===== src/rtl/ccs_pkg.sv =====
// shared types, constants and helpers for the coulomb counter
`timescale 1ns / 1ps

package ccs_pkg;

    // field and register widths
    localparam int CHARGE_W  = 32;
    localparam int MV_W      = 18;
    localparam int MA_W      = 21;
    localparam int SOC_IN_W  = 14;
    localparam int SOC_W     = 17;
    localparam int MAH_W     = 32;
    localparam int CFG_W     = 16;
    localparam int EFF_W     = 14;
    localparam int CFG_IDX_W = 3;
    localparam int HOLD_W    = 16;

    // constant divider
    localparam int DIV_W     = 33;
    localparam int REM_W     = 5;
    localparam int DIV_CNT_W = 6;

    // soc unit
    localparam int N_W       = 48;
    localparam int MC_W      = MAH_W + EFF_W;
    localparam int CAPK_W    = 26;
    localparam int QUO_W     = SOC_W;
    localparam int SOC_CNT_W = 5;
    localparam int SETP_W    = 30;
    localparam int LIM_W     = 20;

    localparam logic [REM_W-1:0]    QUANTUM_C     = 5'd18;
    localparam logic [REM_W-1:0]    SET_DIVISOR   = 5'd10;
    localparam logic [MAH_W-1:0]    MAH_PER_QUANT = 32'd5;
    localparam logic [SOC_IN_W-1:0] SOC_FULL      = 14'd10000;
    localparam logic [SOC_W-1:0]    SOC_MAX       = 17'd99999;
    localparam logic [CAPK_W-1:0]   MAH_PER_AH    = 26'd1000;
    localparam logic [LIM_W-1:0]    CENTI_TO_MILLI = 20'd10;
    localparam logic signed [CHARGE_W-1:0] ANCHOR_LIM = 32'sd360000;

    // configuration register indexes
    localparam logic [CFG_IDX_W-1:0] CFG_FULL_CV   = 3'd0;
    localparam logic [CFG_IDX_W-1:0] CFG_TAIL_CA   = 3'd1;
    localparam logic [CFG_IDX_W-1:0] CFG_CAPACITY  = 3'd2;
    localparam logic [CFG_IDX_W-1:0] CFG_EFFICIENCY = 3'd3;
    localparam logic [CFG_IDX_W-1:0] CFG_TICKS     = 3'd4;

    // configuration reset values
    localparam logic [CFG_W-1:0] RST_FULL_CV  = 16'd5520;
    localparam logic [CFG_W-1:0] RST_TAIL_CA  = 16'd400;
    localparam logic [CFG_W-1:0] RST_CAPACITY = 16'd280;
    localparam logic [EFF_W-1:0] RST_EFF      = 14'd9900;
    localparam logic [CFG_W-1:0] RST_TICKS    = 16'd90;

    typedef enum logic [1:0] {
        ST_IDLE,
        ST_RUN,
        ST_CALC,
        ST_DONE
    } ccs_state_t;

    typedef enum logic [1:0] {
        SP_IDLE,
        SP_MUL,
        SP_CHK,
        SP_DIV
    } ccs_soc_phase_t;

    typedef struct packed {
        logic             start;
        logic [DIV_W-1:0] dividend;
        logic [REM_W-1:0] divisor;
    } ccs_div_req_t;

    function automatic logic [CAPK_W-1:0] cap_to_mah(input logic [CFG_W-1:0] cap);
        return CAPK_W'({{(CAPK_W-CFG_W){1'b0}}, cap} * MAH_PER_AH);
    endfunction

endpackage


===== src/rtl/ccs_cdiv.sv =====
// bit-serial restoring divider by a small divisor
`timescale 1ns / 1ps

module ccs_cdiv (
    input  logic                           clk,
    input  logic                           rst_n,
    input  ccs_pkg::ccs_div_req_t          div_req,
    output logic                           busy,
    output logic [ccs_pkg::DIV_W-1:0]      quot,
    output logic [ccs_pkg::REM_W-1:0]      rem
);
    import ccs_pkg::*;

    logic                 busy_reg, busy_next;
    logic [DIV_CNT_W-1:0] cnt_reg, cnt_next;
    logic [DIV_W-1:0]     num_reg, num_next;
    logic [REM_W-1:0]     rem_reg, rem_next;
    logic [REM_W-1:0]     dsr_reg, dsr_next;
    logic [REM_W:0]       trial;
    logic                 take;

    always_comb
    begin
        trial     = {rem_reg, num_reg[DIV_W-1]};
        take      = trial >= {1'b0, dsr_reg};
        busy_next = busy_reg;
        cnt_next  = cnt_reg;
        num_next  = num_reg;
        rem_next  = rem_reg;
        dsr_next  = dsr_reg;
        if (div_req.start)
        begin
            busy_next = 1'b1;
            cnt_next  = '0;
            num_next  = div_req.dividend;
            rem_next  = '0;
            dsr_next  = div_req.divisor;
        end
        else if (busy_reg)
        begin
            // quotient bits shift in behind the dividend
            rem_next = take ? REM_W'(trial - {1'b0, dsr_reg}) : trial[REM_W-1:0];
            num_next = {num_reg[DIV_W-2:0], take};
            cnt_next = cnt_reg + 1'b1;
            if (cnt_reg == DIV_CNT_W'(DIV_W - 1))
            begin
                busy_next = 1'b0;
            end
        end
    end

    always_ff @(posedge clk or negedge rst_n)
    begin
        if (!rst_n)
        begin
            busy_reg <= 1'b0;
            cnt_reg  <= '0;
        end
        else
        begin
            busy_reg <= busy_next;
            cnt_reg  <= cnt_next;
        end
    end

    always_ff @(posedge clk)
    begin
        num_reg <= num_next;
        rem_reg <= rem_next;
        dsr_reg <= dsr_next;
    end

    assign busy = busy_reg;
    assign quot = num_reg;
    assign rem  = rem_reg;

endmodule


===== src/rtl/ccs_soc.sv =====
// state of charge unit: serial multiply-accumulate then serial divide
`timescale 1ns / 1ps

module ccs_soc (
    input  logic                          clk,
    input  logic                          rst_n,
    input  logic                          start,
    input  logic [ccs_pkg::MAH_W-1:0]     in_mah,
    input  logic [ccs_pkg::MAH_W-1:0]     out_mah,
    input  logic [ccs_pkg::EFF_W-1:0]     eff,
    input  logic [ccs_pkg::CAPK_W-1:0]    cap_mah,
    output logic                          busy,
    output logic [ccs_pkg::SOC_W-1:0]     soc
);
    import ccs_pkg::*;

    localparam int HI_W = N_W - 1 - QUO_W;

    ccs_soc_phase_t       phase_reg, phase_next;
    logic [SOC_CNT_W-1:0] cnt_reg, cnt_next;
    logic [N_W-1:0]       acc_reg, acc_next;
    logic [MC_W-1:0]      mi_reg, mi_next;
    logic [MC_W-1:0]      mo_reg, mo_next;
    logic [EFF_W-1:0]     effsh_reg, effsh_next;
    logic [SOC_IN_W-1:0]  ksh_reg, ksh_next;
    logic [CAPK_W-1:0]    d_reg, d_next;
    logic [CAPK_W-1:0]    rem_reg, rem_next;
    logic [QUO_W-1:0]     nlo_reg, nlo_next;
    logic [QUO_W-1:0]     quo_reg, quo_next;
    logic [HI_W-1:0]      hi;
    logic [CAPK_W:0]      trial;
    logic                 take;

    always_comb
    begin
        phase_next = phase_reg;
        cnt_next   = cnt_reg;
        acc_next   = acc_reg;
        mi_next    = mi_reg;
        mo_next    = mo_reg;
        effsh_next = effsh_reg;
        ksh_next   = ksh_reg;
        d_next     = d_reg;
        rem_next   = rem_reg;
        nlo_next   = nlo_reg;
        quo_next   = quo_reg;
        hi         = acc_reg[N_W-2:QUO_W];
        trial      = {rem_reg, nlo_reg[QUO_W-1]};
        take       = trial >= {1'b0, d_reg};
        unique case (phase_reg)
            SP_IDLE:
            begin
                if (start)
                begin
                    acc_next   = '0;
                    mi_next    = MC_W'(in_mah);
                    mo_next    = MC_W'(out_mah);
                    effsh_next = eff;
                    ksh_next   = SOC_FULL;
                    d_next     = cap_mah;
                    cnt_next   = '0;
                    phase_next = SP_MUL;
                end
            end
            SP_MUL:
            begin
                // in * efficiency - out * 10000, one multiplier bit per cycle
                acc_next = acc_reg
                         + (effsh_reg[0] ? N_W'(mi_reg) : '0)
                         - (ksh_reg[0] ? N_W'(mo_reg) : '0);
                mi_next    = {mi_reg[MC_W-2:0], 1'b0};
                mo_next    = {mo_reg[MC_W-2:0], 1'b0};
                effsh_next = effsh_reg >> 1;
                ksh_next   = ksh_reg >> 1;
                cnt_next   = cnt_reg + 1'b1;
                if (cnt_reg == SOC_CNT_W'(EFF_W - 1))
                begin
                    phase_next = SP_CHK;
                end
            end
            SP_CHK:
            begin
                cnt_next = '0;
                if (acc_reg[N_W-1] || (acc_reg == '0))
                begin
                    quo_next   = '0;
                    phase_next = SP_IDLE;
                end
                else if (hi >= HI_W'(d_reg))
                begin
                    // quotient too large, or zero capacity
                    quo_next   = SOC_MAX;
                    phase_next = SP_IDLE;
                end
                else
                begin
                    rem_next   = hi[CAPK_W-1:0];
                    nlo_next   = acc_reg[QUO_W-1:0];
                    quo_next   = '0;
                    phase_next = SP_DIV;
                end
            end
            SP_DIV:
            begin
                rem_next = take ? CAPK_W'(trial - {1'b0, d_reg}) : trial[CAPK_W-1:0];
                nlo_next = {nlo_reg[QUO_W-2:0], 1'b0};
                quo_next = {quo_reg[QUO_W-2:0], take};
                cnt_next = cnt_reg + 1'b1;
                if (cnt_reg == SOC_CNT_W'(QUO_W - 1))
                begin
                    phase_next = SP_IDLE;
                end
            end
            default:
            begin
                phase_next = SP_IDLE;
            end
        endcase
    end

    always_ff @(posedge clk or negedge rst_n)
    begin
        if (!rst_n)
        begin
            phase_reg <= SP_IDLE;
            cnt_reg   <= '0;
        end
        else
        begin
            phase_reg <= phase_next;
            cnt_reg   <= cnt_next;
        end
    end

    always_ff @(posedge clk)
    begin
        acc_reg   <= acc_next;
        mi_reg    <= mi_next;
        mo_reg    <= mo_next;
        effsh_reg <= effsh_next;
        ksh_reg   <= ksh_next;
        d_reg     <= d_next;
        rem_reg   <= rem_next;
        nlo_reg   <= nlo_next;
        quo_reg   <= quo_next;
    end

    assign busy = (phase_reg != SP_IDLE);
    assign soc  = (quo_reg > SOC_MAX) ? SOC_MAX : quo_reg;

endmodule


===== src/rtl/coulomb_counter_soc.sv =====
// coulomb counter with state of charge estimate, top level
`timescale 1ns / 1ps

// Usage:
// Input channel: sample or set-SOC items on in_valid / in_stall; a transfer
// happens when in_valid is high and in_stall is low. in_stall is high while
// an item is being worked on, so one item is in flight at a time.
// Output channel: one result per item on out_valid / out_stall, held in an
// output register; the next item may be taken while a result waits there.
// The 33-bit bit-serial divider (charge quantum, or setpoint scaling) sets
// the time from input transfer to out_valid; the SOC multiply and divide
// unit runs beside it and finishes earlier. A new item is taken only after
// the last result is loaded into the output register.
// A stalled result holds the block in its final step; the counters change
// only when the result register is loaded.
// Reset: counters, anchor and hold count clear, configuration takes its
// defaults. Configuration writes through cfg_we / cfg_index / cfg_data take
// effect at once; indexes past the register list are ignored.

module coulomb_counter_soc (
    input  logic                              clk,
    input  logic                              rst_n,
    input  logic                              cfg_we,
    input  logic [ccs_pkg::CFG_IDX_W-1:0]     cfg_index,
    input  logic [ccs_pkg::CFG_W-1:0]         cfg_data,
    input  logic                              in_valid,
    output logic                              in_stall,
    input  logic                              action,
    input  logic [ccs_pkg::CHARGE_W-1:0]      charge_reading,
    input  logic [ccs_pkg::MV_W-1:0]          bus_millivolts,
    input  logic [ccs_pkg::MA_W-1:0]          current_milliamps,
    input  logic [ccs_pkg::SOC_IN_W-1:0]      soc_setpoint,
    output logic                              out_valid,
    input  logic                              out_stall,
    output logic [ccs_pkg::SOC_W-1:0]         soc_hundredths,
    output logic [ccs_pkg::MAH_W-1:0]         charged_in_mah,
    output logic [ccs_pkg::MAH_W-1:0]         drawn_out_mah,
    output logic [ccs_pkg::MAH_W-1:0]         daily_in_mah,
    output logic [ccs_pkg::MAH_W-1:0]         daily_out_mah,
    output logic [ccs_pkg::MAH_W-1:0]         lifetime_in_mah,
    output logic [ccs_pkg::MAH_W-1:0]         lifetime_out_mah,
    output logic                              reset_charge_request,
    output logic                              full_charge_detected
);
    import ccs_pkg::*;

    ccs_state_t          state_reg, state_next;
    logic [CFG_W-1:0]    fcv_reg, fcv_next;
    logic [CFG_W-1:0]    tail_reg, tail_next;
    logic [CFG_W-1:0]    cap_reg, cap_next;
    logic [EFF_W-1:0]    eff_reg, eff_next;
    logic [CFG_W-1:0]    ticks_reg, ticks_next;

    logic [CHARGE_W-1:0] anchor_reg, anchor_next;
    logic [MAH_W-1:0]    in_mah_reg, in_mah_next;
    logic [MAH_W-1:0]    out_mah_reg, out_mah_next;
    logic [MAH_W-1:0]    life_in_reg, life_in_next;
    logic [MAH_W-1:0]    life_out_reg, life_out_next;
    logic [MAH_W-1:0]    day_in_reg, day_in_next;
    logic [MAH_W-1:0]    day_out_reg, day_out_next;
    logic [HOLD_W-1:0]   hold_reg, hold_next;
    logic                out_valid_reg, out_valid_next;

    logic                action_reg, action_next;
    logic [CHARGE_W-1:0] charge_reg, charge_next;
    logic [MV_W-1:0]     mv_reg, mv_next;
    logic [MA_W-1:0]     ma_reg, ma_next;
    logic                dir_pos_reg, dir_pos_next;
    logic [MAH_W-1:0]    amt_reg, amt_next;
    logic [CHARGE_W-1:0] anchor_tmp_reg, anchor_tmp_next;
    logic                count_en_reg, count_en_next;
    logic                qual_reg, qual_next;
    logic [SOC_W-1:0]    soc_out_reg, soc_out_next;
    logic                req_out_reg, req_out_next;
    logic                full_out_reg, full_out_next;

    ccs_div_req_t        div_req;
    logic                div_busy;
    logic [DIV_W-1:0]    div_quot;
    logic [REM_W-1:0]    div_rem;
    logic                soc_start;
    logic                soc_busy;
    logic [SOC_W-1:0]    soc_val;
    logic [CAPK_W-1:0]   cap_mah;

    logic                accept;
    logic [DIV_W-1:0]    diff;
    logic [DIV_W-1:0]    mag;
    logic [SOC_IN_W-1:0] sp_clamped;
    logic [SOC_IN_W-1:0] span;
    logic [SETP_W-1:0]   setprod;
    logic [MAH_W-1:0]    quant;
    logic [CHARGE_W-1:0] anc;
    logic [LIM_W-1:0]    volt_lim;
    logic [LIM_W-1:0]    tail_lim;
    logic                ma_pos;
    logic                in_add;
    logic                out_add;
    logic                anchor_ov;
    logic [HOLD_W-1:0]   hold_inc;
    logic                full_hit;
    logic                out_free;

    assign cap_mah  = cap_to_mah(cap_reg);
    assign in_stall = (state_reg != ST_IDLE);
    assign accept   = in_valid && !in_stall;
    assign out_free = !out_valid_reg || !out_stall;

    always_comb
    begin
        // charge moved since the anchor, exact in 33 bits
        diff       = {charge_reading[CHARGE_W-1], charge_reading}
                   - {anchor_reg[CHARGE_W-1], anchor_reg};
        mag        = diff[DIV_W-1] ? (~diff + 1'b1) : diff;
        sp_clamped = (soc_setpoint > SOC_FULL) ? SOC_FULL : soc_setpoint;
        span       = SOC_FULL - sp_clamped;
        setprod    = SETP_W'({{(SETP_W-CFG_W){1'b0}}, cap_reg}
                           * {{(SETP_W-SOC_IN_W){1'b0}}, span});

        div_req.start    = accept;
        div_req.dividend = action ? DIV_W'(setprod) : mag;
        div_req.divisor  = action ? SET_DIVISOR : QUANTUM_C;
        soc_start        = accept;

        quant    = div_quot[MAH_W-1:0];
        anc      = dir_pos_reg ? (charge_reg - CHARGE_W'(div_rem))
                               : (charge_reg + CHARGE_W'(div_rem));
        volt_lim = LIM_W'(fcv_reg) * CENTI_TO_MILLI;
        tail_lim = LIM_W'(tail_reg) * CENTI_TO_MILLI;
        ma_pos   = !ma_reg[MA_W-1] && (ma_reg != '0);

        in_add    = count_en_reg && !dir_pos_reg;
        out_add   = count_en_reg && dir_pos_reg;
        anchor_ov = ($signed(anchor_tmp_reg) > ANCHOR_LIM)
                 || ($signed(anchor_tmp_reg) < -ANCHOR_LIM);
        hold_inc  = hold_reg + 1'b1;
        full_hit  = qual_reg && (hold_inc >= ticks_reg);
    end

    always_comb
    begin
        state_next      = state_reg;
        fcv_next        = fcv_reg;
        tail_next       = tail_reg;
        cap_next        = cap_reg;
        eff_next        = eff_reg;
        ticks_next      = ticks_reg;
        anchor_next     = anchor_reg;
        in_mah_next     = in_mah_reg;
        out_mah_next    = out_mah_reg;
        life_in_next    = life_in_reg;
        life_out_next   = life_out_reg;
        day_in_next     = day_in_reg;
        day_out_next    = day_out_reg;
        hold_next       = hold_reg;
        out_valid_next  = out_valid_reg && out_stall;
        action_next     = action_reg;
        charge_next     = charge_reg;
        mv_next         = mv_reg;
        ma_next         = ma_reg;
        dir_pos_next    = dir_pos_reg;
        amt_next        = amt_reg;
        anchor_tmp_next = anchor_tmp_reg;
        count_en_next   = count_en_reg;
        qual_next       = qual_reg;
        soc_out_next    = soc_out_reg;
        req_out_next    = req_out_reg;
        full_out_next   = full_out_reg;

        if (cfg_we)
        begin
            unique case (cfg_index)
                CFG_FULL_CV:    fcv_next   = cfg_data;
                CFG_TAIL_CA:    tail_next  = cfg_data;
                CFG_CAPACITY:   cap_next   = cfg_data;
                CFG_EFFICIENCY: eff_next   = cfg_data[EFF_W-1:0];
                CFG_TICKS:      ticks_next = cfg_data;
                default:        ;
            endcase
        end

        unique case (state_reg)
            ST_IDLE:
            begin
                if (accept)
                begin
                    action_next  = action;
                    charge_next  = charge_reading;
                    mv_next      = bus_millivolts;
                    ma_next      = current_milliamps;
                    dir_pos_next = !diff[DIV_W-1] && (diff != '0);
                    state_next   = ST_RUN;
                end
            end
            ST_RUN:
            begin
                if (!div_busy && !soc_busy)
                begin
                    state_next = ST_CALC;
                end
            end
            ST_CALC:
            begin
                amt_next        = quant * MAH_PER_QUANT;
                count_en_next   = (mv_reg != '0) && (quant != '0);
                anchor_tmp_next = ((mv_reg != '0) && (quant != '0)) ? anc : anchor_reg;
                qual_next       = ({{(LIM_W-MV_W){1'b0}}, mv_reg} > volt_lim)
                               && ma_pos && (ma_reg[LIM_W-1:0] < tail_lim);
                state_next      = ST_DONE;
            end
            ST_DONE:
            begin
                if (out_free)
                begin
                    out_valid_next = 1'b1;
                    soc_out_next   = soc_val;
                    state_next     = ST_IDLE;
                    if (action_reg)
                    begin
                        in_mah_next   = MAH_W'(cap_mah);
                        out_mah_next  = quant;
                        req_out_next  = 1'b0;
                        full_out_next = 1'b0;
                    end
                    else
                    begin
                        in_mah_next   = in_mah_reg + (in_add ? amt_reg : '0);
                        life_in_next  = life_in_reg + (in_add ? amt_reg : '0);
                        day_in_next   = day_in_reg + (in_add ? amt_reg : '0);
                        out_mah_next  = out_mah_reg + (out_add ? amt_reg : '0);
                        life_out_next = life_out_reg + (out_add ? amt_reg : '0);
                        day_out_next  = day_out_reg + (out_add ? amt_reg : '0);
                        anchor_next   = (anchor_ov || full_hit) ? '0 : anchor_tmp_reg;
                        hold_next     = (qual_reg && !full_hit) ? hold_inc : '0;
                        req_out_next  = anchor_ov || full_hit;
                        full_out_next = full_hit;
                        if (full_hit)
                        begin
                            in_mah_next  = MAH_W'(cap_mah);
                            out_mah_next = '0;
                        end
                    end
                end
            end
            default:
            begin
                state_next = ST_IDLE;
            end
        endcase
    end

    always_ff @(posedge clk or negedge rst_n)
    begin
        if (!rst_n)
        begin
            state_reg     <= ST_IDLE;
            fcv_reg       <= RST_FULL_CV;
            tail_reg      <= RST_TAIL_CA;
            cap_reg       <= RST_CAPACITY;
            eff_reg       <= RST_EFF;
            ticks_reg     <= RST_TICKS;
            anchor_reg    <= '0;
            in_mah_reg    <= '0;
            out_mah_reg   <= '0;
            life_in_reg   <= '0;
            life_out_reg  <= '0;
            day_in_reg    <= '0;
            day_out_reg   <= '0;
            hold_reg      <= '0;
            out_valid_reg <= 1'b0;
        end
        else
        begin
            state_reg     <= state_next;
            fcv_reg       <= fcv_next;
            tail_reg      <= tail_next;
            cap_reg       <= cap_next;
            eff_reg       <= eff_next;
            ticks_reg     <= ticks_next;
            anchor_reg    <= anchor_next;
            in_mah_reg    <= in_mah_next;
            out_mah_reg   <= out_mah_next;
            life_in_reg   <= life_in_next;
            life_out_reg  <= life_out_next;
            day_in_reg    <= day_in_next;
            day_out_reg   <= day_out_next;
            hold_reg      <= hold_next;
            out_valid_reg <= out_valid_next;
        end
    end

    always_ff @(posedge clk)
    begin
        action_reg     <= action_next;
        charge_reg     <= charge_next;
        mv_reg         <= mv_next;
        ma_reg         <= ma_next;
        dir_pos_reg    <= dir_pos_next;
        amt_reg        <= amt_next;
        anchor_tmp_reg <= anchor_tmp_next;
        count_en_reg   <= count_en_next;
        qual_reg       <= qual_next;
        soc_out_reg    <= soc_out_next;
        req_out_reg    <= req_out_next;
        full_out_reg   <= full_out_next;
    end

    ccs_cdiv u_cdiv (
        .clk     (clk),
        .rst_n   (rst_n),
        .div_req (div_req),
        .busy    (div_busy),
        .quot    (div_quot),
        .rem     (div_rem)
    );

    ccs_soc u_soc (
        .clk     (clk),
        .rst_n   (rst_n),
        .start   (soc_start),
        .in_mah  (in_mah_reg),
        .out_mah (out_mah_reg),
        .eff     (eff_reg),
        .cap_mah (cap_mah),
        .busy    (soc_busy),
        .soc     (soc_val)
    );

    // counters sit behind the result register and change only when it loads
    assign out_valid            = out_valid_reg;
    assign soc_hundredths       = soc_out_reg;
    assign charged_in_mah       = in_mah_reg;
    assign drawn_out_mah        = out_mah_reg;
    assign daily_in_mah         = day_in_reg;
    assign daily_out_mah        = day_out_reg;
    assign lifetime_in_mah      = life_in_reg;
    assign lifetime_out_mah     = life_out_reg;
    assign reset_charge_request = req_out_reg;
    assign full_charge_detected = full_out_reg;

`ifndef SYNTHESIS
    a_units_idle: assert property (@(posedge clk) disable iff (!rst_n)
        (state_reg == ST_IDLE) |-> (!div_busy && !soc_busy))
        else $error("arithmetic unit busy while idle");

    a_result_from_done: assert property (@(posedge clk) disable iff (!rst_n)
        $rose(out_valid_reg) |-> $past(state_reg == ST_DONE))
        else $error("result loaded outside final step");

    a_full_requests_reset: assert property (@(posedge clk) disable iff (!rst_n)
        (out_valid_reg && full_out_reg) |-> req_out_reg)
        else $error("full charge without charge reset request");

    a_accept_starts_work: assert property (@(posedge clk) disable iff (!rst_n)
        accept |=> (state_reg == ST_RUN) && div_busy && soc_busy)
        else $error("transfer did not start the arithmetic units");

    a_counters_hold: assert property (@(posedge clk) disable iff (!rst_n)
        (state_reg != ST_DONE) |=> $stable(in_mah_reg) && $stable(out_mah_reg))
        else $error("counters changed outside final step");
`endif

endmodule

===== config.mk =====
export PLATFORM = sky130hd
export DESIGN_NAME = coulomb_counter_soc
export DESIGN_NICKNAME = d
export VERILOG_FILES = /design/src/rtl/ccs_pkg.sv /design/src/rtl/ccs_cdiv.sv /design/src/rtl/ccs_soc.sv /design/src/rtl/coulomb_counter_soc.sv
export SDC_FILE = /design/constraint.sdc
export NUM_CORES = 2
export LEC_CHECK = 0
export ABC_CLOCK_PERIOD_IN_PS = 33000
export BUFFER_PORTS_ARGS = -buffer_cell sky130_fd_sc_hd__buf_2
export CAP_MARGIN = 20
export CELL_PAD_IN_SITES_DETAIL_PLACEMENT = 0
export CELL_PAD_IN_SITES_GLOBAL_PLACEMENT = 1
export CORE_ASPECT_RATIO = 1.4
export CORE_MARGIN = 2
export CORE_UTILIZATION = 40
export CTS_CLUSTER_SIZE = 14
export DETAILED_ROUTE_END_ITERATION = 7
export PLACE_DENSITY = 0.72
export SLEW_MARGIN = 20
export SYNTH_ARGS = -nofsm -noshare
export SYNTH_HDL_FRONTEND = slang
export SYNTH_HIERARCHICAL = 1
export SYNTH_SLANG_ARGS = --single-unit

===== constraint.sdc =====
create_clock -name clk -period 33 [get_ports clk]
set_input_delay 3.3 -clock clk [delete_from_list [all_inputs] [get_ports clk]]
set_output_delay 3.3 -clock clk [all_outputs]
set_load 0.05 [all_outputs]

==> flow_summary.json <==
{
  "wire_per_inst_um": 21.1,
  "final-max-slew-violation-count": 0,
  "cts_buffers": 89,
  "hp-class": "flop to flop",
  "period_share_pct": 39.3,
  "yosys_warnings": 6,
  "vias_per_cell": 5.49,
  "syn_area_per_cell_um2": 9.38,
  "grt_usage_pct": 23.6,
  "met2_usage_pct": 40.7,
  "first_pass_iters": 7,
  "slew-limit-headroom_pct": 26.6,
  "grt_max_degree": 144,
  "syn_area_um2": 65600,
  "fmaxAchievable_ghz": 0.0771,
  "finalWeightedCongestion": 0.893,
  "hpwl_um": 155000,
  "synth_seq_cells": 790,
  "grt_pass1_vias": 52450,
  "finalHoldViolCount": 0,
  "synth_ff_type": "edfxtp_1",
  "ys_types": 124,
  "vias": 51885,
  "postCtsResizedCells": 0,
  "grt_overflow_total": 0,
  "setup-violations-final": 0,
  "portBuffers": 322,
  "start_util_pct": 40.4,
  "design.die.area_um2": 167000,
  "cts_tree": "done",
  "area_growth_pct": 10.6,
  "clk_pin_slew_ps": 60,
  "end_kind": "flop",
  "drtIter0Drc": 2969,
  "dieHeight_um": 483,
  "cts-root-buf": "clkbuf_16",
  "antenna_found_initial": 11,
  "post-cts-setup-buffers": 0,
  "critPathArrivalTime_ps": 13450,
  "crit_top_cell": "fa_1",
  "rows": 175,
  "hold_buffers": 0,
  "max_stage_delay_ps": 570,
  "rsz0062_at_grt": "false",
  "htree_levels": 3,
  "drc": 0,
  "busiest_layer": "met2",
  "met3_usage_pct": 4.22,
  "seq_area_frac_synth_pct": 33.5,
  "die_x_um": 346,
  "crit_type": "input port to flop",
  "outcome": "finished, final reports clean",
  "synth_edf_count": 450,
  "wirelength_um": 200000,
  "final_antenna_net_count": 0,
  "num-nets-final": 8315,
  "largest_reg_flops": 48,
  "drive_above_1_share_pct": 10.6,
  "crit_required_ps": 33480,
  "core_um2": 163000,
  "grt_pass1_wl_um": 306000,
  "final.fill_count": 15813,
  "ios": 323,
  "clkLatencyLatePin_ps": 760,
  "fin_setup_tns_ps": 0,
  "hold_slack_ps": 456,
  "worstMarginPinSlew_ps": 1100,
  "critPathLaunchType": "input port",
  "clock-sinks": 790,
  "cts_buffer_depth": 3,
  "slowest_stage": "fa_1",
  "synthArstFlopShare_pct": 42.4,
  "path_max_fanout": 16,
  "synthCells": 7001,
  "finalCriticalPeriod_ps": 12960,
  "skew_ps": 71.0,
  "gr-usage-met1_pct": 28.6,
  "maxCapViolations": 0
}
synth_stat cells (11+ instances only):
| library cell | n | area, um2 |
|---|---|---|
| dfrtp_1 | 313 | 7830 |
| or2_2 | 25 | 156 |
| a211oi_1 | 39 | 293 |
| nand2b_1 | 72 | 450 |
| inv_1 | 612 | 2300 |
| dfstp_2 | 22 | 578 |
| nand4_1 | 66 | 413 |
| nor2b_1 | 57 | 357 |
| buf_2 | 14 | 70.1 |
| mux2_2 | 103 | 1160 |
| o21ai_1 | 13 | 65.1 |
| o21ai_0 | 453 | 2270 |
| a21boi_0 | 19 | 143 |
| a2111oi_0 | 13 | 114 |
| a31o_2 | 13 | 114 |
| nor4_1 | 42 | 263 |
| xnor2_1 | 248 | 2170 |
| o31a_1 | 12 | 105 |
| a221oi_1 | 16 | 140 |
| and2_1 | 220 | 1380 |
| or3_1 | 25 | 156 |
| nor2_1 | 327 | 1230 |
| edfxtp_1 | 450 | 13500 |
| xor2_1 | 160 | 1400 |
| mux2i_1 | 53 | 531 |
| nor3_1 | 111 | 556 |
| a41oi_1 | 11 | 96.3 |
| nand2_1 | 969 | 3640 |
| o21bai_1 | 63 | 473 |
| and3_1 | 96 | 601 |
| a21oi_1 | 416 | 2080 |
| a311oi_1 | 14 | 123 |
| o211ai_1 | 37 | 278 |
| o22ai_1 | 25 | 156 |
| and4_1 | 14 | 123 |
| clkbuf_1 | 207 | 777 |
| nand3_1 | 123 | 616 |
| a21o_1 | 202 | 1520 |
| fa_1 | 278 | 5570 |
| ha_1 | 681 | 8520 |
| a31oi_1 | 59 | 369 |
| o31ai_1 | 42 | 315 |
| o21a_1 | 51 | 383 |
cell type report:
| cell class | instances | area [um2] | share of cell area (%) |
|---|---|---|---|
| Timing Repair Buffer | 384 | 2110 | 2.91 |
| Inverter | 613 | 2300 | 3.17 |
| Sequential cell | 790 | 22000 | 30.3 |
| Multi-Input combinational cell | 5368 | 40500 | 55.8 |
| Tap cell | 2124 | 2660 | 3.66 |
| Clock buffer | 115 | 2430 | 3.34 |
| Clock inverter | 52 | 593 | 0.817 |
| Antenna cell | 3 | 7.51 | 0.0103 |
placed cells by master, fill, tap and decap left out, types with 63 or more instances in the layout:
cell	n
nand2_1	966
o21bai_1	63
ha_1	680
and3_1	96
nor2_1	324
and2_1	218
fa_1	278
clkbuf_16	90
dfrtp_1	313
nand2b_1	72
nand3_1	123
a21oi_1	416
xor2_1	159
nor3_1	110
a21o_1	202
xnor2_1	248
inv_1	610
mux2_2	103
nand4_1	66
buf_2	321
o21ai_0	451
edfxtp_1	450
path summary, 6_finish.rpt:
kind / startpoint / end / cells after the start / slack [ps]
min reg2reg: u_soc/quo_reg[16]$_DFFE_PP_ / soc_hundredths[16]$_DFFE_PP_ / 0 / 460
min in group asynchronous: rst_n / lifetime_in_mah[9]$_DFFE_PN0P_ / 1 / 2620
min: u_soc/quo_reg[16]$_DFFE_PP_ / soc_hundredths[16]$_DFFE_PP_ / 0 / 460
max in group asynchronous: rst_n / tail_reg[0]$_DFFE_PN0P_ / 3 / 28160
max reg2reg: cap_reg[4]$_DFFE_PN1P_ / u_cdiv/quot[28]$_DFFE_PP_ / 23 / 25030
max: soc_setpoint[0] / u_cdiv/quot[28]$_DFFE_PP_ / 36 / 20040
worst max-delay path, delay by kind of cell:
kind,cells,cell delay (ps)
fa+ha+maj,8,3840
compound gates,14,3600
simple gates,6,1560
mux,2,600
buf+inv,5,430
xor+xnor,1,100
cell families after synthesis:
| family | after synthesis | share of synthesized area, % |
|---|---|---|
| muxes | 156 | 2.57 |
| DFF | 790 | 33.5 |
| other | 2 | 0.0114 |
| and+or+nand+nor | 2214 | 16.1 |
| xor gates and xnor gates | 408 | 5.44 |
| adders and majority gates | 959 | 21.5 |
| AOI/OAI and AO/OA | 1625 | 15.9 |
| buffers and inverters | 847 | 4.97 |
routing by layer:
layer / vias to the layer above / wire length (um) / part of all wire [%]
met5: - / 11 / 0.0055
met4: 2 / 8860 / 4.4
met3: 307 / 11400 / 5.7
met2: 1154 / 96900 / 49
met1: 25330 / 82400 / 41
li1: 25092 / - / -
stage by stage:
stage | instance area (um2) | std cells | setup WS, ps | util, %
global placement | 69600 | 9278 | 19340 | 42.8
floorplan | 65700 | 7005 | 14890 | -
detailed placement | 69600 | 9278 | 19270 | 42.8
CTS | 72600 | 9445 | 20040 | 44.6
finish | 72600 | 9449 | 20040 | 44.6
global route | 72600 | 9449 | 19330 | 44.6
Power is not shown: default switching activity piles up to over one toggle a cycle in this logic, so the estimate is an artifact.
